## src/hdl/dcf_pkg.sv

```systemverilog
// Shared constants, types and helper functions of the time code decoder.
package dcf_pkg;

    localparam int unsigned FRAME_LEN  = 59;
    localparam int unsigned COUNT_W    = 6;
    localparam int unsigned WINDOW_LEN = 10;
    localparam int unsigned SUM_W      = 4;
    localparam int unsigned LOW_LIMIT  = 3;
    localparam int unsigned HIGH_LIMIT = 7;
    localparam int unsigned NUM_REGS   = 8;
    localparam int unsigned REG_IDX_W  = 3;
    localparam int unsigned MS_W       = 16;
    localparam int unsigned HOUR_MAX   = 23;
    localparam int unsigned MINUTE_MAX = 59;

    localparam logic [2:0] EV_NONE    = 3'd0;
    localparam logic [2:0] EV_SECOND  = 3'd1;
    localparam logic [2:0] EV_MINUTE  = 3'd2;
    localparam logic [2:0] EV_ZERO    = 3'd3;
    localparam logic [2:0] EV_ONE     = 3'd4;
    localparam logic [2:0] EV_INVALID = 3'd5;

    localparam logic [REG_IDX_W-1:0] REG_SECOND_MIN = 3'd0;
    localparam logic [REG_IDX_W-1:0] REG_SECOND_MAX = 3'd1;
    localparam logic [REG_IDX_W-1:0] REG_MINUTE_MIN = 3'd2;
    localparam logic [REG_IDX_W-1:0] REG_MINUTE_MAX = 3'd3;
    localparam logic [REG_IDX_W-1:0] REG_ZERO_MIN   = 3'd4;
    localparam logic [REG_IDX_W-1:0] REG_ZERO_MAX   = 3'd5;
    localparam logic [REG_IDX_W-1:0] REG_ONE_MIN    = 3'd6;
    localparam logic [REG_IDX_W-1:0] REG_ONE_MAX    = 3'd7;

    typedef logic [MS_W-1:0] t_ms;

    localparam t_ms CFG_RESET [NUM_REGS] = '{
        16'd900, 16'd1100, 16'd1900, 16'd2100, 16'd80, 16'd130, 16'd170, 16'd230
    };

    typedef struct packed {
        logic [5:0] hour;
        logic [6:0] minute;
        logic [5:0] day;
        logic [2:0] weekday;
        logic [4:0] month;
        logic [7:0] year;
    } t_fields;

    localparam t_fields FIELDS_RESET = '{
        hour: 6'd0, minute: 7'd0, day: 6'd17, weekday: 3'd1, month: 5'd1, year: 8'd23
    };

    typedef struct packed {
        logic changed;
        logic level;
    } t_level_info;

    typedef struct packed {
        logic    done;
        logic    ok;
        t_fields fields;
    } t_frame_result;

    // Weights 1, 2, 4, 8 on the low nibble and 10, 20, 40, 80 on the high nibble.
    function automatic logic [7:0] bcd_value(input logic [7:0] bits);
        logic [7:0] tens;
        tens = 8'(bits[7:4]);
        return {4'd0, bits[3:0]} + 8'(tens * 8'd10);
    endfunction

    function automatic logic in_window(input t_ms t, input t_ms lo, input t_ms hi);
        return (t >= lo) && (t <= hi);
    endfunction

endpackage

```

## src/hdl/dcf_if.sv

```systemverilog
// Request channel interfaces of the time code decoder: sample input, result output, config.
interface dcf_in_if;
    logic                     valid;
    logic                     ready;
    logic                     raw_level;
    logic [dcf_pkg::MS_W-1:0] elapsed_ms;

    modport source (output valid, output raw_level, output elapsed_ms, input ready);
    modport sink (input valid, input raw_level, input elapsed_ms, output ready);
endinterface

interface dcf_out_if;
    logic       valid;
    logic       ready;
    logic [2:0] event_code;
    logic       clean_level;
    logic       decode_done;
    logic       decode_ok;
    logic [5:0] hour_value;
    logic [6:0] minute_value;
    logic [5:0] day_value;
    logic [2:0] weekday_value;
    logic [4:0] month_value;
    logic [7:0] year_value;

    modport source (
        output valid, output event_code, output clean_level, output decode_done,
        output decode_ok, output hour_value, output minute_value, output day_value,
        output weekday_value, output month_value, output year_value, input ready
    );
    modport sink (
        input valid, input event_code, input clean_level, input decode_done,
        input decode_ok, input hour_value, input minute_value, input day_value,
        input weekday_value, input month_value, input year_value, output ready
    );
endinterface

interface dcf_cfg_if;
    logic                          valid;
    logic                          ready;
    logic [dcf_pkg::REG_IDX_W-1:0] index;
    logic [dcf_pkg::MS_W-1:0]      data;

    modport source (output valid, output index, output data, input ready);
    modport sink (input valid, input index, input data, output ready);
endinterface

```

## src/hdl/dcf77_time_signal_decoder.sv

```systemverilog
// Top level of the time code decoder: input register, edge timing, result register.
//
// Usage:
//   i_in carries one 10 ms sample request: raw_level and elapsed_ms, the time
//   since the caller's reference edge. o_out returns one result per sample:
//   event_code, clean_level, decode_done, decode_ok and the held date fields.
//   i_cfg, always ready, writes the eight 16-bit timing window registers by index;
//   the user must write it only while no sample is in flight, unchecked by the block.
// Datapath and throughput:
//   An accepted sample is held in the input register, processed by combinational
//   logic and shown on o_out from the result register. One sample per cycle is
//   sustained while o_out is ready; the window update, edge timing and frame
//   decode all sit in that combinational logic between the input register and
//   the result register.
// Reset:
//   i_rst_n clears the valid bits of both registers, sets the clean level high,
//   stops frame collection, restores default windows and the default date fields.
// Stall:
//   While o_out is held off, the result stays put and one more sample waits
//   in the input register; after that i_in.ready drops until o_out moves.
module dcf77_time_signal_decoder (
    input  logic      i_clk,
    input  logic      i_rst_n,
    dcf_in_if.sink    i_in,
    dcf_out_if.source o_out,
    dcf_cfg_if.sink   i_cfg
);

    dcf_pkg::t_ms          r_cfg [dcf_pkg::NUM_REGS];
    logic                  r_in_valid;
    logic                  r_raw;
    dcf_pkg::t_ms          r_ms;
    logic                  r_out_valid;
    logic [2:0]            r_out_event;
    logic                  r_out_level;
    dcf_pkg::t_frame_result r_out_frame;

    logic                  fire;
    logic                  in_take;
    logic [2:0]            event_code;
    dcf_pkg::t_level_info  level_info;
    dcf_pkg::t_frame_result frame_result;

    assign fire      = r_in_valid && (!r_out_valid || o_out.ready);
    assign i_in.ready = !r_in_valid || fire;
    assign in_take   = i_in.valid && i_in.ready;
    assign i_cfg.ready = 1'b1;

    dcf_debounce u_debounce (
        .i_clk   (i_clk),
        .i_rst_n (i_rst_n),
        .i_fire  (fire),
        .i_raw   (r_raw),
        .o_info  (level_info)
    );

    always_comb begin
        event_code = dcf_pkg::EV_NONE;
        if (level_info.changed) begin
            if (!level_info.level) begin
                if (dcf_pkg::in_window(r_ms, r_cfg[dcf_pkg::REG_SECOND_MIN],
                        r_cfg[dcf_pkg::REG_SECOND_MAX])) begin
                    event_code = dcf_pkg::EV_SECOND;
                end else if (dcf_pkg::in_window(r_ms, r_cfg[dcf_pkg::REG_MINUTE_MIN],
                        r_cfg[dcf_pkg::REG_MINUTE_MAX])) begin
                    event_code = dcf_pkg::EV_MINUTE;
                end else begin
                    event_code = dcf_pkg::EV_INVALID;
                end
            end else begin
                if (dcf_pkg::in_window(r_ms, r_cfg[dcf_pkg::REG_ZERO_MIN],
                        r_cfg[dcf_pkg::REG_ZERO_MAX])) begin
                    event_code = dcf_pkg::EV_ZERO;
                end else if (dcf_pkg::in_window(r_ms, r_cfg[dcf_pkg::REG_ONE_MIN],
                        r_cfg[dcf_pkg::REG_ONE_MAX])) begin
                    event_code = dcf_pkg::EV_ONE;
                end else begin
                    event_code = dcf_pkg::EV_INVALID;
                end
            end
        end
    end

    dcf_frame u_frame (
        .i_clk    (i_clk),
        .i_rst_n  (i_rst_n),
        .i_fire   (fire),
        .i_event  (event_code),
        .o_result (frame_result)
    );

    always_ff @(posedge i_clk) begin
        if (!i_rst_n) begin
            r_cfg <= dcf_pkg::CFG_RESET;
        end else if (i_cfg.valid) begin
            r_cfg[i_cfg.index] <= i_cfg.data;
        end
    end

    always_ff @(posedge i_clk) begin
        if (!i_rst_n) begin
            r_in_valid  <= 1'b0;
            r_out_valid <= 1'b0;
        end else begin
            if (in_take) begin
                r_in_valid <= 1'b1;
            end else if (fire) begin
                r_in_valid <= 1'b0;
            end
            if (fire) begin
                r_out_valid <= 1'b1;
            end else if (o_out.ready) begin
                r_out_valid <= 1'b0;
            end
        end
    end

    always_ff @(posedge i_clk) begin
        if (in_take) begin
            r_raw <= i_in.raw_level;
            r_ms  <= i_in.elapsed_ms;
        end
        if (fire) begin
            r_out_event <= event_code;
            r_out_level <= level_info.level;
            r_out_frame <= frame_result;
        end
    end

    assign o_out.valid         = r_out_valid;
    assign o_out.event_code    = r_out_event;
    assign o_out.clean_level   = r_out_level;
    assign o_out.decode_done   = r_out_frame.done;
    assign o_out.decode_ok     = r_out_frame.ok;
    assign o_out.hour_value    = r_out_frame.fields.hour;
    assign o_out.minute_value  = r_out_frame.fields.minute;
    assign o_out.day_value     = r_out_frame.fields.day;
    assign o_out.weekday_value = r_out_frame.fields.weekday;
    assign o_out.month_value   = r_out_frame.fields.month;
    assign o_out.year_value    = r_out_frame.fields.year;

`ifndef NO_ASSERTIONS
    a_ok_needs_done: assert property (@(posedge i_clk) disable iff (!i_rst_n)
        r_out_valid && r_out_frame.ok |-> r_out_frame.done)
        else $error("decode_ok raised without a decode");
`endif

endmodule

```

## src/hdl/dcf_debounce.sv

```systemverilog
// Ten-sample majority window with hysteresis that yields the clean line level.
module dcf_debounce (
    input  logic                 i_clk,
    input  logic                 i_rst_n,
    input  logic                 i_fire,
    input  logic                 i_raw,
    output dcf_pkg::t_level_info o_info
);

    // The nine older samples; the tenth is the sample being processed.
    logic [dcf_pkg::WINDOW_LEN-2:0] r_window;
    logic [dcf_pkg::WINDOW_LEN-2:0] n_window;
    logic                           r_level;
    logic                           n_level;
    logic [dcf_pkg::SUM_W-1:0]      sum;

    always_comb begin
        sum = dcf_pkg::SUM_W'($countones({r_window, i_raw}));
        if (sum <= dcf_pkg::SUM_W'(dcf_pkg::LOW_LIMIT)) begin
            n_level = 1'b0;
        end else if (sum >= dcf_pkg::SUM_W'(dcf_pkg::HIGH_LIMIT)) begin
            n_level = 1'b1;
        end else begin
            n_level = r_level;
        end
        n_window       = {r_window[dcf_pkg::WINDOW_LEN-3:0], i_raw};
        o_info.changed = (n_level != r_level);
        o_info.level   = n_level;
    end

    always_ff @(posedge i_clk) begin
        if (!i_rst_n) begin
            r_window <= '0;
            r_level  <= 1'b1;
        end else if (i_fire) begin
            r_window <= n_window;
            r_level  <= n_level;
        end
    end

`ifndef NO_ASSERTIONS
    a_edge_flips_level: assert property (@(posedge i_clk) disable iff (!i_rst_n)
        i_fire && o_info.changed |=> r_level != $past(r_level))
        else $error("clean level did not change on a detected edge");
`endif

endmodule

```

## src/hdl/dcf_frame.sv

```systemverilog
// Frame bit collection, BCD decode and frame checks.
module dcf_frame (
    input  logic                   i_clk,
    input  logic                   i_rst_n,
    input  logic                   i_fire,
    input  logic [2:0]             i_event,
    output dcf_pkg::t_frame_result o_result
);

    logic                             r_coll;
    logic                             n_coll;
    logic [dcf_pkg::COUNT_W-1:0]      r_count;
    logic [dcf_pkg::COUNT_W-1:0]      n_count;
    // Bits shift in at the top, so after a full frame bit k sits at position k.
    logic [dcf_pkg::FRAME_LEN-1:0]    r_frame;
    logic [dcf_pkg::FRAME_LEN-1:0]    n_frame;
    dcf_pkg::t_fields                 r_fields;
    dcf_pkg::t_fields                 n_fields;
    dcf_pkg::t_fields                 dec_fields;
    logic                             dec_ok;
    logic                             coll_now;
    logic                             done;
    logic [7:0]                       minute_full;
    logic [7:0]                       hour_full;
    logic [7:0]                       day_full;
    logic [7:0]                       month_full;
    logic [7:0]                       year_full;

    always_comb begin
        minute_full = dcf_pkg::bcd_value({1'b0, r_frame[27:21]});
        hour_full   = dcf_pkg::bcd_value({2'b0, r_frame[34:29]});
        day_full    = dcf_pkg::bcd_value({2'b0, r_frame[41:36]});
        month_full  = dcf_pkg::bcd_value({3'b0, r_frame[49:45]});
        year_full   = dcf_pkg::bcd_value(r_frame[57:50]);

        dec_fields.minute  = minute_full[6:0];
        dec_fields.hour    = hour_full[5:0];
        dec_fields.day     = day_full[5:0];
        dec_fields.weekday = r_frame[44:42];
        dec_fields.month   = month_full[4:0];
        dec_fields.year    = year_full;

        dec_ok = !(^r_frame[28:21]) && !(^r_frame[35:29]) && !(^r_frame[58:36])
            && (hour_full <= 8'(dcf_pkg::HOUR_MAX))
            && (minute_full <= 8'(dcf_pkg::MINUTE_MAX))
            && r_frame[20];
    end

    always_comb begin
        coll_now = r_coll || (i_event == dcf_pkg::EV_MINUTE);
        n_coll   = coll_now;
        n_count  = r_count;
        n_frame  = r_frame;
        n_fields = r_fields;
        done     = 1'b0;
        if (coll_now) begin
            if (r_count < dcf_pkg::COUNT_W'(dcf_pkg::FRAME_LEN)) begin
                if (i_event == dcf_pkg::EV_ZERO || i_event == dcf_pkg::EV_ONE) begin
                    n_frame = {(i_event == dcf_pkg::EV_ONE), r_frame[dcf_pkg::FRAME_LEN-1:1]};
                    n_count = r_count + 1'b1;
                end else if (i_event == dcf_pkg::EV_INVALID) begin
                    n_coll  = 1'b0;
                    n_count = '0;
                end
            end else begin
                // Full frame: the event of this tick is not collected.
                n_fields = dec_fields;
                done     = 1'b1;
                n_count  = '0;
            end
        end
        o_result.done   = done;
        o_result.ok     = done && dec_ok;
        o_result.fields = n_fields;
    end

    always_ff @(posedge i_clk) begin
        if (!i_rst_n) begin
            r_coll   <= 1'b0;
            r_count  <= '0;
            r_fields <= dcf_pkg::FIELDS_RESET;
        end else if (i_fire) begin
            r_coll   <= n_coll;
            r_count  <= n_count;
            r_fields <= n_fields;
        end
    end

    always_ff @(posedge i_clk) begin
        if (i_fire) begin
            r_frame <= n_frame;
        end
    end

`ifndef NO_ASSERTIONS
    a_count_bound: assert property (@(posedge i_clk) disable iff (!i_rst_n)
        r_count <= dcf_pkg::COUNT_W'(dcf_pkg::FRAME_LEN))
        else $error("bit count ran past the frame length");
    a_done_restarts: assert property (@(posedge i_clk) disable iff (!i_rst_n)
        i_fire && o_result.done |=> r_count == '0 && r_coll)
        else $error("decode did not restart collection");
    a_count_needs_coll: assert property (@(posedge i_clk) disable iff (!i_rst_n)
        !r_coll |-> r_count == '0)
        else $error("bits counted while not collecting");
`endif

endmodule

```

## src/flat_wrapper.sv

```systemverilog
// flat-port wrapper written by rule: the top's interface ports become plain ports
module dcf77_time_signal_decoder_flat 
  (i_clk, i_rst_n, i_in_valid, i_in_raw_level, i_in_elapsed_ms, i_in_ready, o_out_valid, o_out_event_code, o_out_clean_level, o_out_decode_done, o_out_decode_ok, o_out_hour_value, o_out_minute_value, o_out_day_value, o_out_weekday_value, o_out_month_value, o_out_year_value, o_out_ready, i_cfg_valid, i_cfg_index, i_cfg_data, i_cfg_ready);
  dcf_in_if i_in_i ();
  dcf_out_if o_out_i ();
  dcf_cfg_if i_cfg_i ();
  input  logic i_clk;
  input  logic i_rst_n;
  input wire logic [$bits(i_in_i.valid)-1:0] i_in_valid;
  input wire logic [$bits(i_in_i.raw_level)-1:0] i_in_raw_level;
  input wire logic [$bits(i_in_i.elapsed_ms)-1:0] i_in_elapsed_ms;
  output wire logic [$bits(i_in_i.ready)-1:0] i_in_ready;
  output wire logic [$bits(o_out_i.valid)-1:0] o_out_valid;
  output wire logic [$bits(o_out_i.event_code)-1:0] o_out_event_code;
  output wire logic [$bits(o_out_i.clean_level)-1:0] o_out_clean_level;
  output wire logic [$bits(o_out_i.decode_done)-1:0] o_out_decode_done;
  output wire logic [$bits(o_out_i.decode_ok)-1:0] o_out_decode_ok;
  output wire logic [$bits(o_out_i.hour_value)-1:0] o_out_hour_value;
  output wire logic [$bits(o_out_i.minute_value)-1:0] o_out_minute_value;
  output wire logic [$bits(o_out_i.day_value)-1:0] o_out_day_value;
  output wire logic [$bits(o_out_i.weekday_value)-1:0] o_out_weekday_value;
  output wire logic [$bits(o_out_i.month_value)-1:0] o_out_month_value;
  output wire logic [$bits(o_out_i.year_value)-1:0] o_out_year_value;
  input wire logic [$bits(o_out_i.ready)-1:0] o_out_ready;
  input wire logic [$bits(i_cfg_i.valid)-1:0] i_cfg_valid;
  input wire logic [$bits(i_cfg_i.index)-1:0] i_cfg_index;
  input wire logic [$bits(i_cfg_i.data)-1:0] i_cfg_data;
  output wire logic [$bits(i_cfg_i.ready)-1:0] i_cfg_ready;
  assign i_in_i.valid = i_in_valid;
  assign i_in_i.raw_level = i_in_raw_level;
  assign i_in_i.elapsed_ms = i_in_elapsed_ms;
  assign i_in_ready = i_in_i.ready;
  assign o_out_valid = o_out_i.valid;
  assign o_out_event_code = o_out_i.event_code;
  assign o_out_clean_level = o_out_i.clean_level;
  assign o_out_decode_done = o_out_i.decode_done;
  assign o_out_decode_ok = o_out_i.decode_ok;
  assign o_out_hour_value = o_out_i.hour_value;
  assign o_out_minute_value = o_out_i.minute_value;
  assign o_out_day_value = o_out_i.day_value;
  assign o_out_weekday_value = o_out_i.weekday_value;
  assign o_out_month_value = o_out_i.month_value;
  assign o_out_year_value = o_out_i.year_value;
  assign o_out_i.ready = o_out_ready;
  assign i_cfg_i.valid = i_cfg_valid;
  assign i_cfg_i.index = i_cfg_index;
  assign i_cfg_i.data = i_cfg_data;
  assign i_cfg_ready = i_cfg_i.ready;
  dcf77_time_signal_decoder u_core (.i_clk(i_clk), .i_rst_n(i_rst_n), .i_in(i_in_i), .o_out(o_out_i), .i_cfg(i_cfg_i));
endmodule
```

## config.mk

```make
export PLATFORM = sky130hd
export DESIGN_NAME = dcf77_time_signal_decoder_flat
export DESIGN_NICKNAME = d
export VERILOG_FILES = /design/src/hdl/dcf_pkg.sv /design/src/hdl/dcf_if.sv /design/src/hdl/dcf77_time_signal_decoder.sv /design/src/hdl/dcf_debounce.sv /design/src/hdl/dcf_frame.sv /design/src/flat_wrapper.sv
export SDC_FILE = /design/constraint.sdc
export NUM_CORES = 1
export LEC_CHECK = 0
export ABC_AREA = 1
export ABC_CLOCK_PERIOD_IN_PS = 7000
export BUFFER_PORTS_ARGS = -buffer_cell sky130_fd_sc_hd__buf_2
export CORE_MARGIN = 2
export CORE_UTILIZATION = 45
export CTS_BUF_LIST = sky130_fd_sc_hd__clkbuf_4
export CTS_CLUSTER_SIZE = 12
export DETAILED_ROUTE_END_ITERATION = 16
export GPL_ROUTABILITY_DRIVEN = 0
export SLEW_MARGIN = 0
export SYNTH_ARGS = -nofsm -noshare
export SYNTH_HDL_FRONTEND = slang
export SYNTH_SLANG_ARGS = --single-unit
```

## constraint.sdc

```tcl
create_clock -name i_clk -period 7 [get_ports i_clk]
set_input_delay 0.35 -clock i_clk [delete_from_list [all_inputs] [get_ports i_clk]]
set_output_delay 0.35 -clock i_clk [all_outputs]
set_load 0.01 [all_outputs]
```

==> results of run 1 <==
-- flip-flops by register name, summed over array words and instances, names as in the netlist, 3 cells and up --
| signal | count |
|---|---|
| u_core.r_ms | 16 |
| u_core.o_out.minute_value | 7 |
| u_core.u_frame.r_fields | 35 |
| u_core.u_frame.r_count | 6 |
| u_core.u_debounce.r_window | 9 |
| u_core.o_out.weekday_value | 3 |
| u_core.o_out.day_value | 6 |
| u_core.o_out.event_code | 3 |
| u_core.o_out.month_value | 5 |
| u_core.r_cfg | 128 |
| u_core.o_out.year_value | 8 |
| u_core.u_frame.r_frame | 39 |
| u_core.o_out.hour_value | 6 |
-- per-stage QoR --
stage | setup WS, ns | power, mW | std cells | util
after floorplan | 0.875 | 2.12 | 1711 | -
after global placement | 1.56 | 2.24 | 2147 | 0.482
after detailed placement | 1.41 | 2.26 | 2147 | 0.482
after CTS | 1.43 | 3.79 | 2319 | 0.524
after global routing | 1.06 | 3.96 | 2320 | 0.524
final | 1.44 | 3.74 | 2320 | 0.524
-- where the power goes --
group          total (mW)  leakage [nW]  switching (mW)  internal (mW)
registers            1.79          2.38          0.0432           1.75
logic               0.443          4.59           0.274          0.168
clock network        1.51         0.608           0.699          0.808
total                3.74          7.58            1.02           2.72
-- kinds of logic after synthesis --
group,synth area share
xor gates and xnor gates,0.0307
AOI/OAI and AO/OA,0.134
and+or+nand+nor,0.152
DFF,0.451
adders and majority gates,0.150
buffers and inverters,0.0817
other,0.000258
-- cell type report --
| type | instances | area share |
|---|---|---|
| inverters | 254 | 0.0576 |
| well taps | 402 | 0.0303 |
| clock buffers | 125 | 0.0566 |
| diodes | 1 | 0.000151 |
| multi-input cells | 1124 | 0.410 |
| flip-flops and latches | 279 | 0.395 |
| clock inverters | 16 | 0.00438 |
| repair buffers | 119 | 0.0462 |
-- Yosys cell counts (all sizes together) --
cell type / instances / area, sq um
conb: 1 / 3.75
clkbuf: 46 / 174
nor4: 1 / 6.26
dfxtp: 182 / 3640
o21a: 3 / 22.5
a21oi: 179 / 903
edfxtp: 97 / 2910
o21bai: 7 / 52.6
a31o: 1 / 8.76
a21o: 3 / 22.5
inv: 252 / 946
a31oi: 1 / 6.26
o211ai: 27 / 203
nand3b: 1 / 7.51
nor2: 127 / 484
nor3: 10 / 55.1
o31ai: 1 / 7.51
fa: 11 / 220
xnor2: 34 / 298
ha: 156 / 1950
xor2: 17 / 149
nand3: 55 / 280
buf: 8 / 60.1
clkinv: 2 / 7.51
a21boi: 1 / 7.51
nand2: 329 / 1270
nand4: 17 / 106
o21ai: 142 / 714
-- per-layer routing --
layer,part of all wire,GRT usage,up-vias
met5,0,0,-
met4,0.026,0.0698,0
met3,0.053,0.0418,68
met2,0.44,0.326,247
met1,0.48,0.283,5271
li1,-,-,5985
-- tightest hold or removal path, delay by kind of cell --
kind / cells / cell delay [ns]
AO/OA/AOI/OAI: 2 / 0.21
buffers and inverters: 1 / 0.17
-- timing repair --
item	4_1_cts	5_1_grt
buffers inserted	0	0
endpoints found under the hold margin	38	0
hold buffers	31	0
-- path summary, 6_finish.rpt --
check	end	start
setup reg to reg	u_core.u_frame.r_frame[41]	u_core.r_raw
hold / removal	u_core.r_cfg[78]	i_cfg_data[14]
setup / recovery	u_core.u_frame.r_frame[41]	u_core.r_raw
hold reg to reg	u_core.r_cfg[35]	u_core.r_cfg[35]
==> results.cfg, run 1 <==
[die]
die_x_um = 184
std_cell_rows = 65
ios = 85
coreArea_sq_um = 31600
start_util = 0.459
die_height_um = 184
die_area_sq_um = 33700

[worst_setup_path]
cp-end-kind = flip-flop
cp_top_family = adder cells
start_kind = flip-flop
worstPathRequired_ns = 7.30
r2r_cells = 18
worstPathCellList = fa_1, ha_1, inv_1, fa_1, fa_1, fa_1, fa_1, nor2_1, nor2_1, nor2_1, nor2_4, inv_2, nand2_1, nand2_1, nand3_2, a21oi_2, nand2_1, nor2_4
cp_max_fo = 39
arrival_ns = 5.86
cp_common_cell = fa_1
r2r_setup_slack_ns = 1.44
critPathBufInv = 2
cp_slowest_stage_delay_ns = 0.78
slowest_stage = nor2_4
path_depth = 18
path_class = reg2reg

[global_route]
first_global_vias = 10900
antenna_found_initial = 1
grt_max_degree = 96
grt_pass1_wl_mm = 55.1
grt.overflow.total = 0
track_usage = 0.206

[routing]
wl_mm = 33.5
routedWlPerCell_um = 14.4
ant_nets = 0
vias_per_cell = 4.99
drt_iter0_markers = 678
drcViolationCount = 0
num_vias = 11600
first_pass_iters = 7

[synth]
ys_types = 42
ys_seq_elements = 279
syn_area_per_cell_sq_um = 8.49
synthesis.area_sq_um = 14500
netlist_instances = 1711
syn_nets = 1919
yosysWarnings = 0
synth.yosys.seq_area_share = 0.451

[placed_design]
port_buffers = 83
placed_area_sq_um = 15300
dp_hpwl_mm = 22.0

[timing]
period_minus_slack_ns = 5.56
setup_viol = 0
final.setup_skew_ns = 0.0730
rsz0062_at_grt = no
maxSlewViolCount = 0
hold_slack_ns = 0.0626
hold_viol = 0
fmax_ghz = 0.180
post-route-period-util = 0.794
worst_slew_pin_slew_ns = 1.06
max_slew_margin = 0.292
fin_setup_tns_ns = 0

[layout]
syn2layout_area_growth_pct = 14.2
final_cell_mix = 317 x nand2_1, 248 x inv_1, 182 x dfxtp_1
fin_nets = 2063
mostFrequentLayoutCell = nand2_1
finalInstanceArea_sq_um = 16600
multi_input_comb_area_sq_um = 6790
drive_gt1_frac = 0.127
ff_latch_area_sq_um = 6560
nFillCells = 2968

[job]
max_cap_viol_count = 0

[clock_tree]
cts_resized = 0
tritoncts = built
cts_buffer_depth = 3
cts.clk_slew.worst_paths_ns = 0.07
cts-root-buf = clkbuf_4
cts_buffers = 77
clock_sinks = 279
htreeDepth = 3
clkLatencyLatePin_ns = 0.72

[pwr]
p_leak_nw = 7.58
powerDensity_nw_per_um2 = 225
peakVddDrop_mv = 0.139

[worst_hold_path]
hold_path.class = in2reg
worstHoldPathCells = 3

[run_status]
outcome = completed
No activity file was read; power rests on OpenSTA's default activity.
==> run 2, diff against run 1 <==
--- a/config.mk
+++ b/config.mk
@@ -6,7 +6,7 @@
 export NUM_CORES = 1
 export LEC_CHECK = 0
 export ABC_AREA = 1
-export ABC_CLOCK_PERIOD_IN_PS = 7000
+export ABC_CLOCK_PERIOD_IN_PS = 4800
 export BUFFER_PORTS_ARGS = -buffer_cell sky130_fd_sc_hd__buf_2
 export CORE_MARGIN = 2
 export CORE_UTILIZATION = 45
==> constraint.sdc (replaced) <==
create_clock -name i_clk -period 4.8 [get_ports i_clk]
set_input_delay 0.24 -clock i_clk [delete_from_list [all_inputs] [get_ports i_clk]]
set_output_delay 0.24 -clock i_clk [all_outputs]
set_load 0.01 [all_outputs]
==> run 2 against run 1 <==
Net effect:
- register-to-register slack worse by 1.3 ns
- worst setup slack got worse by 1.3 ns
- global-route usage grew 0.11 points
- non-clock buffer count rose by 36
- critical endpoint is now u_core.u_frame.r_frame[32]
- design area rose by 3.5%
- combinational power grew 56%
- largest power group unchanged
- sequential power up 46%
- sequential share of layout area decreased by 1.3 points
- via count up 0.88%
- wire length rose by 2.3%
- core utilization rose by 1.8 points
- power up 51%
- highest routed layer unchanged
==> results.cfg, run 2 (same netlist as run 1, synthesis figures left out) <==
[timing]
hold_slack_ns = 0.106
fin_setup_tns_ns = 0
max_slew_margin = 0.274
post-route-period-util = 0.965
hold_viol = 0
final.setup_skew_ns = 0.0647
worst_slew_pin_slew_ns = 1.09
period_minus_slack_ns = 4.63
worst_slack_ns = 0.170
setup_viol = 0
fmax_ghz = 0.216
maxSlewViolCount = 0

[global_route]
grtUsageMet1 = 0.276
grt.met2_usage = 0.328
track_usage = 0.207
grtUsageMet3 = 0.0430
grt_pass1_wl_mm = 55.6
first_global_vias = 11300
grt.overflow.total = 0
grt-busiest-layer = met2
antenna_found_initial = 1
grt_max_degree = 104

[layout]
fin_nets = 2099
nFillCells = 2953
mostFrequentLayoutCell = nand2_1
top_register = u_core.r_cfg
finalInstanceArea_sq_um = 17200
syn2layout_area_growth_pct = 18.1
drive_gt1_frac = 0.142
final_core_util = 0.543
final_cell_mix = 311 x nand2_1, 248 x inv_1, 182 x dfxtp_1
reg_top3 = u_core.r_cfg (128), u_core.u_frame.r_frame (39), u_core.u_frame.r_fields (35)
fin_cells = 2358
largest_reg_flops = 128

[clock_tree]
tritoncts = built
clkLatencyLatePin_ns = 0.75
cts_buffers = 77
htreeDepth = 3
cts-root-buf = clkbuf_4
clock_sinks = 279
cts_buffer_depth = 3
cts.clk_slew.worst_paths_ns = 0.08

[job]
max_cap_viol_count = 0

[worst_setup_path]
worstSetupEndpoint = u_core.u_frame.r_frame[32]
cp_slowest_stage_delay_ns = 0.50
worstPathCellList = fa_1, ha_1, inv_1, fa_1, fa_1, fa_2, fa_1, nor2_1, nor2_1, nor2_2, nor2_4, nand2_2, o21ai_4, nand2_2, nand2_4, nand2_4, nor2_4, buf_12, buf_6
worstPathRequired_ns = 5.26
start_kind = flip-flop
slowest_stage = fa_1
arrival_ns = 5.09
cp-startpoint = u_core.r_raw
r2r_cells = 19
cp_common_cell = fa_1
r2r_setup_slack_ns = 0.17
cp_max_fo = 9
r2r_start = u_core.r_raw
path_class = reg2reg
cp-end-kind = flip-flop
worstReg2RegEnd = u_core.u_frame.r_frame[32]

[die]
die_area_sq_um = 33700
die_x_um = 184
coreArea_sq_um = 31600
start_util = 0.459
ios = 85
die_height_um = 184
std_cell_rows = 65

[placed_design]
preCtsSetupSlack_ns = 0.109
place_inst = 2155
dp_hpwl_mm = 22.2
placed_area_sq_um = 15400
port_buffers = 83

[pwr]
total_power_mw = 5.66
p_leak_nw = 7.82
peakVddDrop_mv = 0.214
powerDensity_nw_per_um2 = 329

[routing]
wl_mm = 34.2
num_vias = 11700
first_pass_iters = 5
ant_nets = 0
routedWlPerCell_um = 14.5
drcViolationCount = 0
vias_per_cell = 4.95
drt_iter0_markers = 673

[worst_hold_path]
hold_path.class = in2reg

[run_status]
outcome = completed
[run 2: changes by cell type in the layout (fill, tap and decap cells not counted), moves of 2 or more]
cell	delta
nand2_4	+2
buf_6	+2
buf_4	+12
inv_2	-3
dlygate4sd3_1	+14
nand2_2	+3
bufinv_16	+2
clkbuf_4	+3
clkbuf_16	+4
buf_12	+4
clkinv_1	-2
nand2_1	-6
[run 2: worst min path at each step]
stage / from / depth (start not counted) / end
after floorplan: i_in_elapsed_ms[0] / 0 / u_core.r_ms[0]
after global placement: i_in_elapsed_ms[0] / 1 / u_core.r_ms[0]
after detailed placement: i_in_elapsed_ms[10] / 1 / u_core.r_ms[10]
after CTS: i_cfg_valid / 4 / u_core.r_cfg[39]
after global routing: i_cfg_valid / 4 / u_core.r_cfg[39]
final: i_cfg_valid / 4 / u_core.r_cfg[39]
[run 2: routing by layer]
layer	wire length [um]	up-vias
li1	-	6040
met1	16700	5312
met2	14900	245
met3	1550	76
met4	1060	0
met5	0	-
[run 2: power by group]
group | internal [mW] | switching [mW] | total (mW)
Sequential | 2.55 | 0.0635 | 2.61
Clock | 1.31 | 1.04 | 2.35
Combinational | 0.276 | 0.417 | 0.693
[run 2: area by class of cell]
type	count	area [sq um]	area share
antenna	1	2.50	0.000146
clock buffer	128	961	0.0560
clock inverter	15	128	0.00743
inverter	254	957	0.0558
multi-input combinational	1124	6860	0.400
sequential	279	6560	0.382
tap	402	503	0.0293
timing repair buffer	155	1200	0.0698
[run 2: critical path, delay by kind of cell (launching register included)]
kind,cells,cell delay [ns]
simple gates,9,0.91
compound gates,1,0.23
flops,1,0.40
fa+ha+maj,6,2.50
buf+inv,3,0.35
[run 2: what timing repair did]
action                                 CTS  global route
gates resized for setup                  0             9
buffers inserted                         0             8
setup endpoints to repair                0            77
endpoints found under the hold margin  159             0
hold buffers                            45             0
